## src/rtl/core/tea_rt_pkg.sv

```systemverilog
// Package for the TEA round trace block: cipher constants, field widths
// and configuration register indexes. Depends on nothing.
package tea_rt_pkg;

    localparam int unsigned WORD_W      = 32;
    localparam int unsigned ROUND_W     = 6;
    localparam int unsigned CFG_IDX_W   = 3;
    localparam int unsigned MAX_ROUNDS  = 32;

    localparam logic [WORD_W-1:0] TEA_DELTA = 32'h9e37_79b9;

    // Configuration register indexes.
    localparam logic [CFG_IDX_W-1:0] CFG_KEY_A       = 3'd0;
    localparam logic [CFG_IDX_W-1:0] CFG_KEY_B       = 3'd1;
    localparam logic [CFG_IDX_W-1:0] CFG_KEY_C       = 3'd2;
    localparam logic [CFG_IDX_W-1:0] CFG_KEY_D       = 3'd3;
    localparam logic [CFG_IDX_W-1:0] CFG_ROUND_COUNT = 3'd4;
    localparam logic [CFG_IDX_W-1:0] CFG_TRACE_EN    = 3'd5;

    localparam logic ACT_ENCRYPT = 1'b0;
    localparam logic ACT_DECRYPT = 1'b1;

    localparam logic [ROUND_W-1:0] ROUND_COUNT_RESET = 6'd32;

    typedef logic [WORD_W-1:0] t_word;

    // TEA mixing function of one half-round.
    function automatic t_word tea_mix(t_word v, t_word sum, t_word ka, t_word kb);
        return ((v << 4) + ka) ^ (v + sum) ^ ((v >> 5) + kb);
    endfunction

endpackage

```

## src/rtl/core/tea_block_cipher_round_trace.sv

```systemverilog
// Top level of the TEA block cipher with an optional per-round trace.
// Depends on tea_rt_pkg.
//
// Usage:
// The input channel takes one request per block: an action (0 encrypt,
// 1 decrypt) and the two 32-bit halves. The output channel returns block
// states with the number of rounds completed and a last flag. A separate
// configuration channel writes the four key words, the round count and the
// trace enable; it is always ready and must only be used while idle.
// One shared mixing unit does one half-round per cycle while the sequencer
// is not holding for the output register; a full round is two half-rounds.
// An untraced request gives its single result after R rounds, R being the
// effective round count (zero counts as one, anything above MAX_ROUNDS as
// MAX_ROUNDS). A traced encrypt shows the plaintext first and then the state
// after each round. A new request is accepted only once the block is idle
// again; the block is busy while it iterates. A result waits in the output
// register; if the receiver stalls while a further state is due, the
// sequencer holds until the register frees. The final result may still wait
// when the next request is taken. Reset clears the sequencer, the output
// valid and the configuration registers (keys zero, 32 rounds, trace off).
module tea_block_cipher_round_trace #(
    parameter int unsigned MAX_ROUNDS = tea_rt_pkg::MAX_ROUNDS
) (
    input  logic                               i_clk,
    input  logic                               i_rst_n,
    // Input request channel.
    input  logic                               i_in_valid,
    output logic                               o_in_ready,
    input  logic                               i_action,
    input  logic [tea_rt_pkg::WORD_W-1:0]      i_half_low,
    input  logic [tea_rt_pkg::WORD_W-1:0]      i_half_high,
    // Result channel.
    output logic                               o_out_valid,
    input  logic                               i_out_ready,
    output logic [tea_rt_pkg::WORD_W-1:0]      o_out_low,
    output logic [tea_rt_pkg::WORD_W-1:0]      o_out_high,
    output logic [tea_rt_pkg::ROUND_W-1:0]     o_round_index,
    output logic                               o_last,
    // Configuration write channel.
    input  logic                               i_cfg_valid,
    output logic                               o_cfg_ready,
    input  logic [tea_rt_pkg::CFG_IDX_W-1:0]   i_cfg_index,
    input  logic [tea_rt_pkg::WORD_W-1:0]      i_cfg_data
);

    // Sequencer states.
    localparam logic [1:0] ST_IDLE   = 2'd0;
    localparam logic [1:0] ST_PLAIN  = 2'd1;
    localparam logic [1:0] ST_HALF_A = 2'd2;
    localparam logic [1:0] ST_HALF_B = 2'd3;

    localparam int unsigned RW = tea_rt_pkg::ROUND_W;

    // Configuration registers.
    tea_rt_pkg::t_word r_key_a, r_key_b, r_key_c, r_key_d;
    logic [RW-1:0]     r_round_count;
    logic              r_trace_en;

    // Sequencer and working state.
    logic [1:0]        r_state, n_state;
    tea_rt_pkg::t_word r_v0, n_v0, r_v1, n_v1, r_sum, n_sum;
    logic [RW-1:0]     r_cnt, n_cnt, r_rounds, n_rounds;
    logic              r_dec, n_dec, r_trace, n_trace;

    // Output register.
    logic              r_out_valid, n_out_valid;
    tea_rt_pkg::t_word r_out_low, n_out_low, r_out_high, n_out_high;
    logic [RW-1:0]     r_out_idx, n_out_idx;
    logic              r_out_last, n_out_last;

    logic              in_acc;
    logic              out_free;
    logic [RW-1:0]     eff_rounds;
    logic              upd_low;
    tea_rt_pkg::t_word mix_src, mix_ka, mix_kb, mix_val, mix_tgt, mix_res;
    logic [RW-1:0]     cnt_inc;
    logic              emit_now;
    logic              round_done;

    assign o_cfg_ready = 1'b1;
    assign o_in_ready  = (r_state == ST_IDLE);
    assign in_acc      = i_in_valid && o_in_ready;
    assign out_free    = !r_out_valid || i_out_ready;

    // Zero rounds means one round; the count saturates at MAX_ROUNDS.
    always_comb begin
        priority if (r_round_count == '0) begin
            eff_rounds = RW'(1);
        end else if ({1'b0, r_round_count} > (RW+1)'(MAX_ROUNDS)) begin
            eff_rounds = RW'(MAX_ROUNDS);
        end else begin
            eff_rounds = r_round_count;
        end
    end

    // The shared unit updates v0 (from v1, keys a/b) on the first half of an
    // encrypt round and the second half of a decrypt round; otherwise v1.
    assign upd_low = (r_state == ST_HALF_A) ? !r_dec : r_dec;
    assign mix_src = upd_low ? r_v1 : r_v0;
    assign mix_ka  = upd_low ? r_key_a : r_key_c;
    assign mix_kb  = upd_low ? r_key_b : r_key_d;
    assign mix_tgt = upd_low ? r_v0 : r_v1;
    assign mix_val = tea_rt_pkg::tea_mix(mix_src, r_sum, mix_ka, mix_kb);
    assign mix_res = r_dec ? (mix_tgt - mix_val) : (mix_tgt + mix_val);

    assign cnt_inc    = r_cnt + RW'(1);
    assign round_done = (cnt_inc == r_rounds);
    assign emit_now   = r_trace || round_done;

    always_comb begin
        n_state     = r_state;
        n_v0        = r_v0;
        n_v1        = r_v1;
        n_sum       = r_sum;
        n_cnt       = r_cnt;
        n_rounds    = r_rounds;
        n_dec       = r_dec;
        n_trace     = r_trace;
        n_out_valid = r_out_valid && !i_out_ready;
        n_out_low   = r_out_low;
        n_out_high  = r_out_high;
        n_out_idx   = r_out_idx;
        n_out_last  = r_out_last;

        unique case (r_state)
            ST_IDLE: begin
                if (in_acc) begin
                    n_v0     = i_half_low;
                    n_v1     = i_half_high;
                    n_cnt    = '0;
                    n_rounds = eff_rounds;
                    n_dec    = (i_action == tea_rt_pkg::ACT_DECRYPT);
                    n_trace  = r_trace_en && (i_action == tea_rt_pkg::ACT_ENCRYPT);
                    // Decrypt starts from delta times the round count.
                    n_sum    = (i_action == tea_rt_pkg::ACT_DECRYPT) ?
                               tea_rt_pkg::TEA_DELTA * tea_rt_pkg::WORD_W'(eff_rounds) :
                               tea_rt_pkg::TEA_DELTA;
                    n_state  = n_trace ? ST_PLAIN : ST_HALF_A;
                end
            end
            ST_PLAIN: begin
                if (out_free) begin
                    n_out_valid = 1'b1;
                    n_out_low   = r_v0;
                    n_out_high  = r_v1;
                    n_out_idx   = '0;
                    n_out_last  = 1'b0;
                    n_state     = ST_HALF_A;
                end
            end
            ST_HALF_A: begin
                if (upd_low) begin
                    n_v0 = mix_res;
                end else begin
                    n_v1 = mix_res;
                end
                n_state = ST_HALF_B;
            end
            ST_HALF_B: begin
                // Hold the round when a result is due and the output is full.
                if (!emit_now || out_free) begin
                    if (upd_low) begin
                        n_v0 = mix_res;
                    end else begin
                        n_v1 = mix_res;
                    end
                    n_cnt = cnt_inc;
                    n_sum = r_dec ? (r_sum - tea_rt_pkg::TEA_DELTA) :
                                    (r_sum + tea_rt_pkg::TEA_DELTA);
                    if (emit_now) begin
                        n_out_valid = 1'b1;
                        n_out_low   = upd_low ? mix_res : r_v0;
                        n_out_high  = upd_low ? r_v1 : mix_res;
                        n_out_idx   = cnt_inc;
                        n_out_last  = round_done;
                    end
                    n_state = round_done ? ST_IDLE : ST_HALF_A;
                end
            end
            default: begin
                n_state = ST_IDLE;
            end
        endcase
    end

    // Control state.
    always_ff @(posedge i_clk) begin
        if (!i_rst_n) begin
            r_state     <= ST_IDLE;
            r_out_valid <= 1'b0;
        end else begin
            r_state     <= n_state;
            r_out_valid <= n_out_valid;
        end
    end

    // Working and output payload.
    always_ff @(posedge i_clk) begin
        r_v0       <= n_v0;
        r_v1       <= n_v1;
        r_sum      <= n_sum;
        r_cnt      <= n_cnt;
        r_rounds   <= n_rounds;
        r_dec      <= n_dec;
        r_trace    <= n_trace;
        r_out_low  <= n_out_low;
        r_out_high <= n_out_high;
        r_out_idx  <= n_out_idx;
        r_out_last <= n_out_last;
    end

    // Configuration registers; indexes past the list are ignored.
    always_ff @(posedge i_clk) begin
        if (!i_rst_n) begin
            r_key_a       <= '0;
            r_key_b       <= '0;
            r_key_c       <= '0;
            r_key_d       <= '0;
            r_round_count <= tea_rt_pkg::ROUND_COUNT_RESET;
            r_trace_en    <= 1'b0;
        end else if (i_cfg_valid && o_cfg_ready) begin
            unique case (i_cfg_index)
                tea_rt_pkg::CFG_KEY_A:       r_key_a       <= i_cfg_data;
                tea_rt_pkg::CFG_KEY_B:       r_key_b       <= i_cfg_data;
                tea_rt_pkg::CFG_KEY_C:       r_key_c       <= i_cfg_data;
                tea_rt_pkg::CFG_KEY_D:       r_key_d       <= i_cfg_data;
                tea_rt_pkg::CFG_ROUND_COUNT: r_round_count <= i_cfg_data[RW-1:0];
                tea_rt_pkg::CFG_TRACE_EN:    r_trace_en    <= i_cfg_data[0];
                default: begin
                end
            endcase
        end
    end

    assign o_out_valid   = r_out_valid;
    assign o_out_low     = r_out_low;
    assign o_out_high    = r_out_high;
    assign o_round_index = r_out_idx;
    assign o_last        = r_out_last;

endmodule

```

## config.mk

```make
export PLATFORM = sky130hd
export DESIGN_NAME = tea_block_cipher_round_trace
export DESIGN_NICKNAME = d
export VERILOG_FILES = /design/src/rtl/core/tea_rt_pkg.sv /design/src/rtl/core/tea_block_cipher_round_trace.sv
export SDC_FILE = /design/constraint.sdc
export NUM_CORES = 1
export LEC_CHECK = 0
export BUFFER_PORTS_ARGS = -buffer_cell sky130_fd_sc_hd__buf_2
export CORE_MARGIN = 3
export CORE_UTILIZATION = 56
export DETAILED_ROUTE_END_ITERATION = 8
export GPL_ROUTABILITY_DRIVEN = 0
export PLACE_DENSITY = 0.74
export SLEW_MARGIN = 20
export SYNTH_ARGS = -nofsm -noshare
export SYNTH_HDL_FRONTEND = slang
export SYNTH_SLANG_ARGS = --single-unit
export TNS_END_PERCENT = 5
```

## constraint.sdc

```tcl
create_clock -name i_clk -period 7.83 [get_ports i_clk]
set_input_delay 1.1745 -clock i_clk [delete_from_list [all_inputs] [get_ports i_clk]]
set_output_delay 1.1745 -clock i_clk [all_outputs]
set_load 0.01 [all_outputs]
```

==> results of run 1 <==
## flip-flops by register name, summed over array words and instances (netlist names), 2 cells and up
| signal | flops |
|---|---|
| r_key_d | 32 |
| o_out_low | 32 |
| r_key_b | 32 |
| r_cnt | 6 |
| r_key_a | 32 |
| r_rounds | 6 |
| r_v0 | 32 |
| r_state | 2 |
| r_key_c | 32 |
| r_sum | 32 |
| o_round_index | 6 |
| o_out_high | 32 |
| r_round_count | 6 |
| r_v1 | 32 |
## through the flow
step	util, %	setup slack, ps	cell area [um^2]	TNS [ps]
after global placement	60.9	474	26600	0
after global routing	63.9	-22.1	27900	-22.1
final	63.9	313	27900	0
after CTS	63.7	190	27800	0
after floorplan	-	112	25100	0
after detailed placement	61.0	233	26600	0
## critical path, delay by kind of cell, from the launching register on
family                     cells  cell delay, ps
AOI/OAI and AO/OA             11            2250
buffers and inverters          3             590
and+or+nand+nor                8            2090
xor gates and xnor gates       5            1240
DFF                            1             340
adders and majority gates      2             730
## power by group
| part | total, mW | internal (mW) | switching [mW] |
|---|---|---|---|
| Clock | 1.70 | 1.01 | 0.686 |
| Sequential | 2.40 | 2.19 | 0.205 |
| Combinational | 10.3 | 4.01 | 6.32 |
## repair_timing
action / in CTS / in global routing
endpoints found under the setup margin: 0 / 24
buffers inserted: 0 / 1
gates resized for setup: 0 / 12
## how the worst max path moves through the flow
stage                     slack (ps)  depth (start not counted)              to
after floorplan                  110                         33  o_out_high[28]
after global placement           470                         28  o_out_high[28]
after detailed placement         230                         28   o_out_low[28]
after CTS                        190                         28   o_out_low[28]
after global routing             -20                         28   o_out_low[28]
final                            310                         29   o_out_low[28]
## synthesized netlist by cell type (17+ instances only)
library cell / count / area (um^2)
sky130_fd_sc_hd__nand2_1: 759 / 2850
sky130_fd_sc_hd__ha_1: 204 / 2550
sky130_fd_sc_hd__edfxtp_1: 181 / 5440
sky130_fd_sc_hd__a21oi_1: 172 / 861
sky130_fd_sc_hd__a21boi_0: 151 / 1130
sky130_fd_sc_hd__xnor2_1: 144 / 1260
sky130_fd_sc_hd__o21ai_0: 141 / 706
sky130_fd_sc_hd__dfxtp_1: 138 / 2760
sky130_fd_sc_hd__nor2_1: 128 / 480
sky130_fd_sc_hd__clkbuf_1: 119 / 447
sky130_fd_sc_hd__inv_1: 91 / 342
sky130_fd_sc_hd__xor2_1: 87 / 762
sky130_fd_sc_hd__a21o_1: 77 / 578
sky130_fd_sc_hd__nand3_1: 48 / 240
sky130_fd_sc_hd__a31oi_1: 46 / 288
sky130_fd_sc_hd__o21a_1: 37 / 278
sky130_fd_sc_hd__fa_1: 36 / 721
sky130_fd_sc_hd__nor2b_1: 34 / 213
sky130_fd_sc_hd__nand2b_1: 29 / 181
sky130_fd_sc_hd__o211ai_1: 27 / 203
sky130_fd_sc_hd__nor3_1: 25 / 125
sky130_fd_sc_hd__and2_1: 19 / 119
sky130_fd_sc_hd__and3_1: 19 / 119
sky130_fd_sc_hd__mux2i_1: 18 / 180
sky130_fd_sc_hd__xnor3_1: 18 / 405
sky130_fd_sc_hd__o21bai_1: 17 / 128
## cells by family after synthesis
| logic type | Yosys count |
|---|---|
| flip-flops | 319 |
| other | 2 |
| AND/OR/NAND/NOR | 1122 |
| AO/OA/AOI/OAI | 792 |
| buffers and inverters | 224 |
| XOR/XNOR | 252 |
| adder cells (fa/ha/maj) | 241 |
| multiplexers | 24 |
## area by class of cell
class,count,area share (%)
well taps,585,2.62
clock inverters,11,0.395
multi-input cells,2434,58.0
clock buffers,52,3.82
repair buffers,214,4.51
inverters,92,1.26
diodes,1,0.00897
flip-flops and latches,319,29.4
## routing by layer
metal  routed length [um]  global-route usage, %  up-vias
met1                30200                   38.9    10820
met5                    0                      0        -
li1                     -                      -    10693
met3                 5440                   4.50      251
met4                 4910                   17.9        0
met2                35400                   52.1      966
==> reports/results.md, run 1 <==
- finished, final reports clean — status
- 20.8% — share of the synthesized area in compound gates (AO/OA/AOI/OAI)
- 0 — sum of overflow across all layers after global routing
- register — category of the worst setup path capture point
- r_state[1] — Reg-to-Reg Start
- 96.0% — fin crit share
- 3708 — count of non-filler cells in the finished layout
- 517 nW/um^2 — PD cells
- sky130_fd_sc_hd__edfxtp_1 — Top FF cell, synth
- 58.0 mm — placed wire-length estimate
- 310 ps — slack of the worst reg-to-reg path
- r_state[1] — start point of the critical path
- 3597 — number of inserted filler cells in the final layout
- 2976 — gate count after technology mapping
- 43600 um^2 — placeable core area
- 8200 um^2 — Sequential Area
- compound AO/OA/AOI/OAI gates — dominant combinational cell family by area after synthesis
- 19.1% — simple logic cell fraction of the synthesized area
- 37 — Inserted Clock Buffers
- 319 — register bit total from synthesis
- 3642 — number of instances in the placed design
- 11.1% — synth-to-layout area growth
- 218 um — die boundary height
- 32.6% — sequential-to-total area share from yosys stat
- 10.4% — share of cells above drive strength 1
- yes — clock tree from TritonCTS
- 14.4 mW — PnR Total Power
- sky130_fd_sc_hd__clkbuf_16 — CTS root buffer
- 60 ps — clock transition at the register clock pins on the worst setup and hold paths after CTS
- sky130_fd_sc_hd__nand2_1 — leading cell type in the layout, fill and taps excluded
- 17 — crit path max fanout
- 2 — number of cells traversed by the worst hold path
- 22730 — detailed-route via count
- 319 — CTS sink count
- 0 — count of hold-fix buffers inserted at cts
- sky130_fd_sc_hd__o311ai_0 — cell type of the slowest stage on the worst timing path
- 0 — reported max-cap violation count
- 12.1 nW — leakage power summed over all cells
- 57.5% — initial standard-cell utilization of the core
- 25100 um^2 — total standard cell area after synthesis
- 8090 ps — required time at the endpoint of the critical path
- 972 ps — slew at the pin closest to its max-slew limit
- 47400 um^2 — area of the die
- sky130_fd_sc_hd__a21o_1 — Top cell by count, worst path
- 181 — number of enable flip-flop cells after synthesis
- 6.13 — vias per inst
- 76.0 mm — Total Wirelength
- 139 — maximum number of pins on one net before global-route repair
- 20.5 um — Avg WL per Cell
- register — CP Launch Type
- 7520 ps — minimum clock period
- 29 — Worst Reg2Reg Path Length in Cells
- 0.000540 V — largest vdd supply drop
- r_key_a[2] — Min-Delay Startpoint
- 90 — distinct cell type count after synthesis
- 3443 — layout net count
- 177 — number of I/O port buffers
- 0% — share of flip-flops with an asynchronous set or reset
- r_key_a[2] — terminating pin of the worst hold path
- 8.44 um^2 — Mapped Avg Cell Area
- reg2reg — WS Path Type
- 13.1% — fraction of the mapped netlist area in adder cells
- 560 ps — highest cell delay on the worst timing path
- 76 — number of rows in the core area
- 0 — number of design rule violations left after detail routing
- 179 — number of top-level pins
- 0 — Detail Route Antenna Nets
- 2 — H-tree Lvls
- 2425 — initial DRC count
- 16200 um^2 — area of combinational cells with multiple inputs
- 1.03% — multiplexer fraction of the synthesized cell area
- 3 — maximum buffer depth of the clock tree
- 7780 ps — arrival time worst endpoint
- 465 ps — hold_ws
- reg2reg — class of the worst hold path
- 0 — final hold violations
- 7 — first drt pass iteration count
- 0 — final setup violation count
- 0 — number of pins exceeding their max-slew limit in the final report
- 1 — initial antenna violation count
- o_out_low[28] — r2r endpoint
- 35.2% — worst max-slew margin expressed relative to the limit
- 21965 — vias in the first global route
- sky130_fd_sc_hd__nand2_1 (756), sky130_fd_sc_hd__ha_1 (204), sky130_fd_sc_hd__edfxtp_1 (181) — most frequent cells in the layout
- 9.93% — xor/xnor share of the synthesized area
- 550 ps — clock latency at the later pin of the worst-skew pair
- 12.6 ps — worst-case clock skew
- 118 mm — global-route wire length before repair
- 0 — synth warn
- 31.2% — global-route total usage across every layer
- 218 um — horizontal die dimension
- 133 MHz — maximum operating frequency
Note: power is estimated with default switching activity, not from simulation.
==> run 2: changes to the inputs <==
- MAX_ROUTING_LAYER: not set -> met4
==> run 2 against run 1 <==
Flip-flop and latch count is the same. Via count rose by 0.12%. Largest power group unchanged. Critical path depth unchanged. Clock power about the same. Design area unchanged. Sequential share of layout area stayed put. Highest routed layer unchanged.
==> reports/results.md, run 2 (synthesis results as in run 1) <==
- 20.5 um — Avg WL per Cell, about the same
- 8090 ps — required time at the endpoint of the critical path, about the same
- 570 ps — highest cell delay on the worst timing path, was 560 ps
- 518 nW/um^2 — PD cells, was 517 nW/um^2
- o_out_low[28] — r2r endpoint, unchanged
- 960 ps — slew at the pin closest to its max-slew limit, was 972 ps
- 8200 um^2 — Sequential Area, unchanged
- 60 ps — clock transition at the register clock pins on the worst setup and hold paths after CTS, about the same
- 9 — first drt pass iteration count, was 7
- sky130_fd_sc_hd__o311ai_0 — cell type of the slowest stage on the worst timing path, unchanged
- 0 — count of hold-fix buffers inserted at cts, unchanged
- 2 — H-tree Lvls, unchanged
- sky130_fd_sc_hd__a21o_1 — Top cell by count, worst path, unchanged
- 7.22 mW — cell-internal power, about the same
- 179 — number of top-level pins, unchanged
- 11.8 ps — worst-case clock skew, was 12.6 ps
- 63.9% — share of the core filled with cells in the final layout, unchanged
- 21921 — vias in the first global route, was 21965
- 36.0% — worst max-slew margin expressed relative to the limit, was 35.2%
- 17 — crit path max fanout, unchanged
- 218 um — die boundary height, unchanged
- 76 — number of rows in the core area, unchanged
- yes — clock tree from TritonCTS, unchanged
- 6.14 — vias per inst, was 6.13
- 233 ps — post-place setup slack, unchanged
- 3443 — layout net count, unchanged
- 22757 — detailed-route via count, was 22730
- 71.7% — logic gate share of total power, was 71.6%
- 0 — number of pins exceeding their max-slew limit in the final report, unchanged
- 11.7% — Clk pwr share, was 11.8%
- 7820 ps — arrival time worst endpoint, was 7780 ps
- 139 — maximum number of pins on one net before global-route repair, unchanged
- 118 mm — global-route wire length before repair, about the same
- 12.1 nW — leakage power summed over all cells, unchanged
- r_key_a[14] — terminating pin of the worst hold path, was r_key_a[2]
- 50.0% — Switching Share, about the same
- 1 — initial antenna violation count, unchanged
- 218 um — horizontal die dimension, unchanged
- r_state[1] — Reg-to-Reg Start, unchanged
- sky130_fd_sc_hd__nand2_1 — leading cell type in the layout, fill and taps excluded, unchanged
- 0 — final hold violations, unchanged
- 0.000536 V — largest vdd supply drop, was 0.000540 V
- 319 — CTS sink count, unchanged
- 270 ps — slack of the worst reg-to-reg path, was 310 ps
- 76.1 mm — Total Wirelength, was 76.0 mm
- 11.1% — synth-to-layout area growth, unchanged
- reg2reg — WS Path Type, unchanged
- 0 — reported max-cap violation count, unchanged
- 29 — Worst Reg2Reg Path Length in Cells, unchanged
- reg2reg — class of the worst hold path, unchanged
- 550 ps — clock latency at the later pin of the worst-skew pair, about the same
- 16200 um^2 — area of combinational cells with multiple inputs, unchanged
- 0 — Detail Route Antenna Nets, unchanged
- 7.23 mW — Switching Power, was 7.22 mW
- 3597 — number of inserted filler cells in the final layout, unchanged
- 2288 — initial DRC count, was 2425
- 37 — Inserted Clock Buffers, unchanged
- 96.5% — fin crit share, was 96.0%
- 32.2% — global-route total usage across every layer, was 31.2%
- 0 — number of design rule violations left after detail routing, unchanged
- 16.6% — sequential group share of total power, about the same
- 273 ps — least setup slack across all paths after layout, was 313 ps
- 177 — number of I/O port buffers, unchanged
- 58.0 mm — placed wire-length estimate, unchanged
- 47400 um^2 — area of the die, unchanged
- register — CP Launch Type, unchanged
- 3 — maximum buffer depth of the clock tree, unchanged
- 57.5% — initial standard-cell utilization of the core, unchanged
- r_state[1] — start point of the critical path, unchanged
- register — category of the worst setup path capture point, unchanged
- 7560 ps — minimum clock period, was 7520 ps
- 2 — number of cells traversed by the worst hold path, unchanged
- r_key_a[14] — Min-Delay Startpoint, was r_key_a[2]
- 132 MHz — maximum operating frequency, was 133 MHz
- sky130_fd_sc_hd__nand2_1 (756), sky130_fd_sc_hd__ha_1 (204), sky130_fd_sc_hd__edfxtp_1 (181) — most frequent cells in the layout, unchanged
- finished, final reports clean — status, unchanged
- sky130_fd_sc_hd__clkbuf_16 — CTS root buffer, unchanged
- 0 — final setup violation count, unchanged
- 10.4% — share of cells above drive strength 1, unchanged
- 43600 um^2 — placeable core area, unchanged
- 0 — sum of overflow across all layers after global routing, unchanged
-- run 2: worst max-delay path by stage --
stage	endpoint	slack [ps]	cells past startpoint
finish	o_out_low[28]	270	29
global placement	o_out_high[28]	470	28
CTS	o_out_low[28]	190	28
global route	o_out_low[28]	-20	28
detailed placement	o_out_low[28]	230	28
floorplan	o_out_high[28]	110	33
-- run 2: critical path: cells and delay by family (launching register included) --
kind | cells | cell delay, ps
flops | 1 | 340
buf+inv | 3 | 590
simple gates | 8 | 2090
compound gates | 11 | 2260
xor+xnor | 5 | 1260
fa+ha+maj | 2 | 730
-- run 2: power by group through the flow --
| stage | logic, mW | clock network (mW) | registers [mW] |
|---|---|---|---|
| 5_1_grt | 11.2 | 1.79 | 2.42 |
| 2_1_floorplan | 7.43 | 0 | 2.38 |
| 3_3_place_gp | 9.64 | 0 | 2.41 |
| 4_1_cts | 10.0 | 1.72 | 2.39 |
| 3_5_place_dp | 9.92 | 0 | 2.42 |
| 6_report | 10.3 | 1.70 | 2.40 |
-- run 2: layer usage --
| metal | GRT usage (%) | up-vias | routed length [um] |
|---|---|---|---|
| met5 | - | - | 0 |
| met4 | 17.7 | 0 | 4800 |
| met3 | 4.17 | 269 | 5320 |
| met2 | 52.2 | 1009 | 35600 |
| met1 | 39.1 | 10780 | 30500 |
| li1 | - | 10699 | - |
-- run 2: per-stage QoR --
step | setup TNS (ps) | hold slack, ps | total power [mW] | instances | cell area [um^2]
CTS | 0 | 468 | 14.1 | 3705 | 27800
global route | -21.8 | 483 | 15.4 | 3708 | 27900
global placement | 0 | 453 | 12.1 | 3640 | 26600
finish | 0 | 466 | 14.4 | 3708 | 27900
floorplan | 0 | 443 | 9.82 | 2977 | 25100
detailed placement | 0 | 460 | 12.3 | 3642 | 26600
-- run 2: final cells by class --
class / count / area share (%)
Antenna cell: 1 / 0.00897
Sequential cell: 319 / 29.4
Tap cell: 585 / 2.62
Timing Repair Buffer: 214 / 4.51
Inverter: 92 / 1.26
Multi-Input combinational cell: 2434 / 58.0
Clock inverter: 11 / 0.395
Clock buffer: 52 / 3.82
-- run 2: repair_timing --
item                       in CTS  in global routing
setup buffers                   0                  1
setup endpoints to repair       0                 24
resized for setup               0                 12
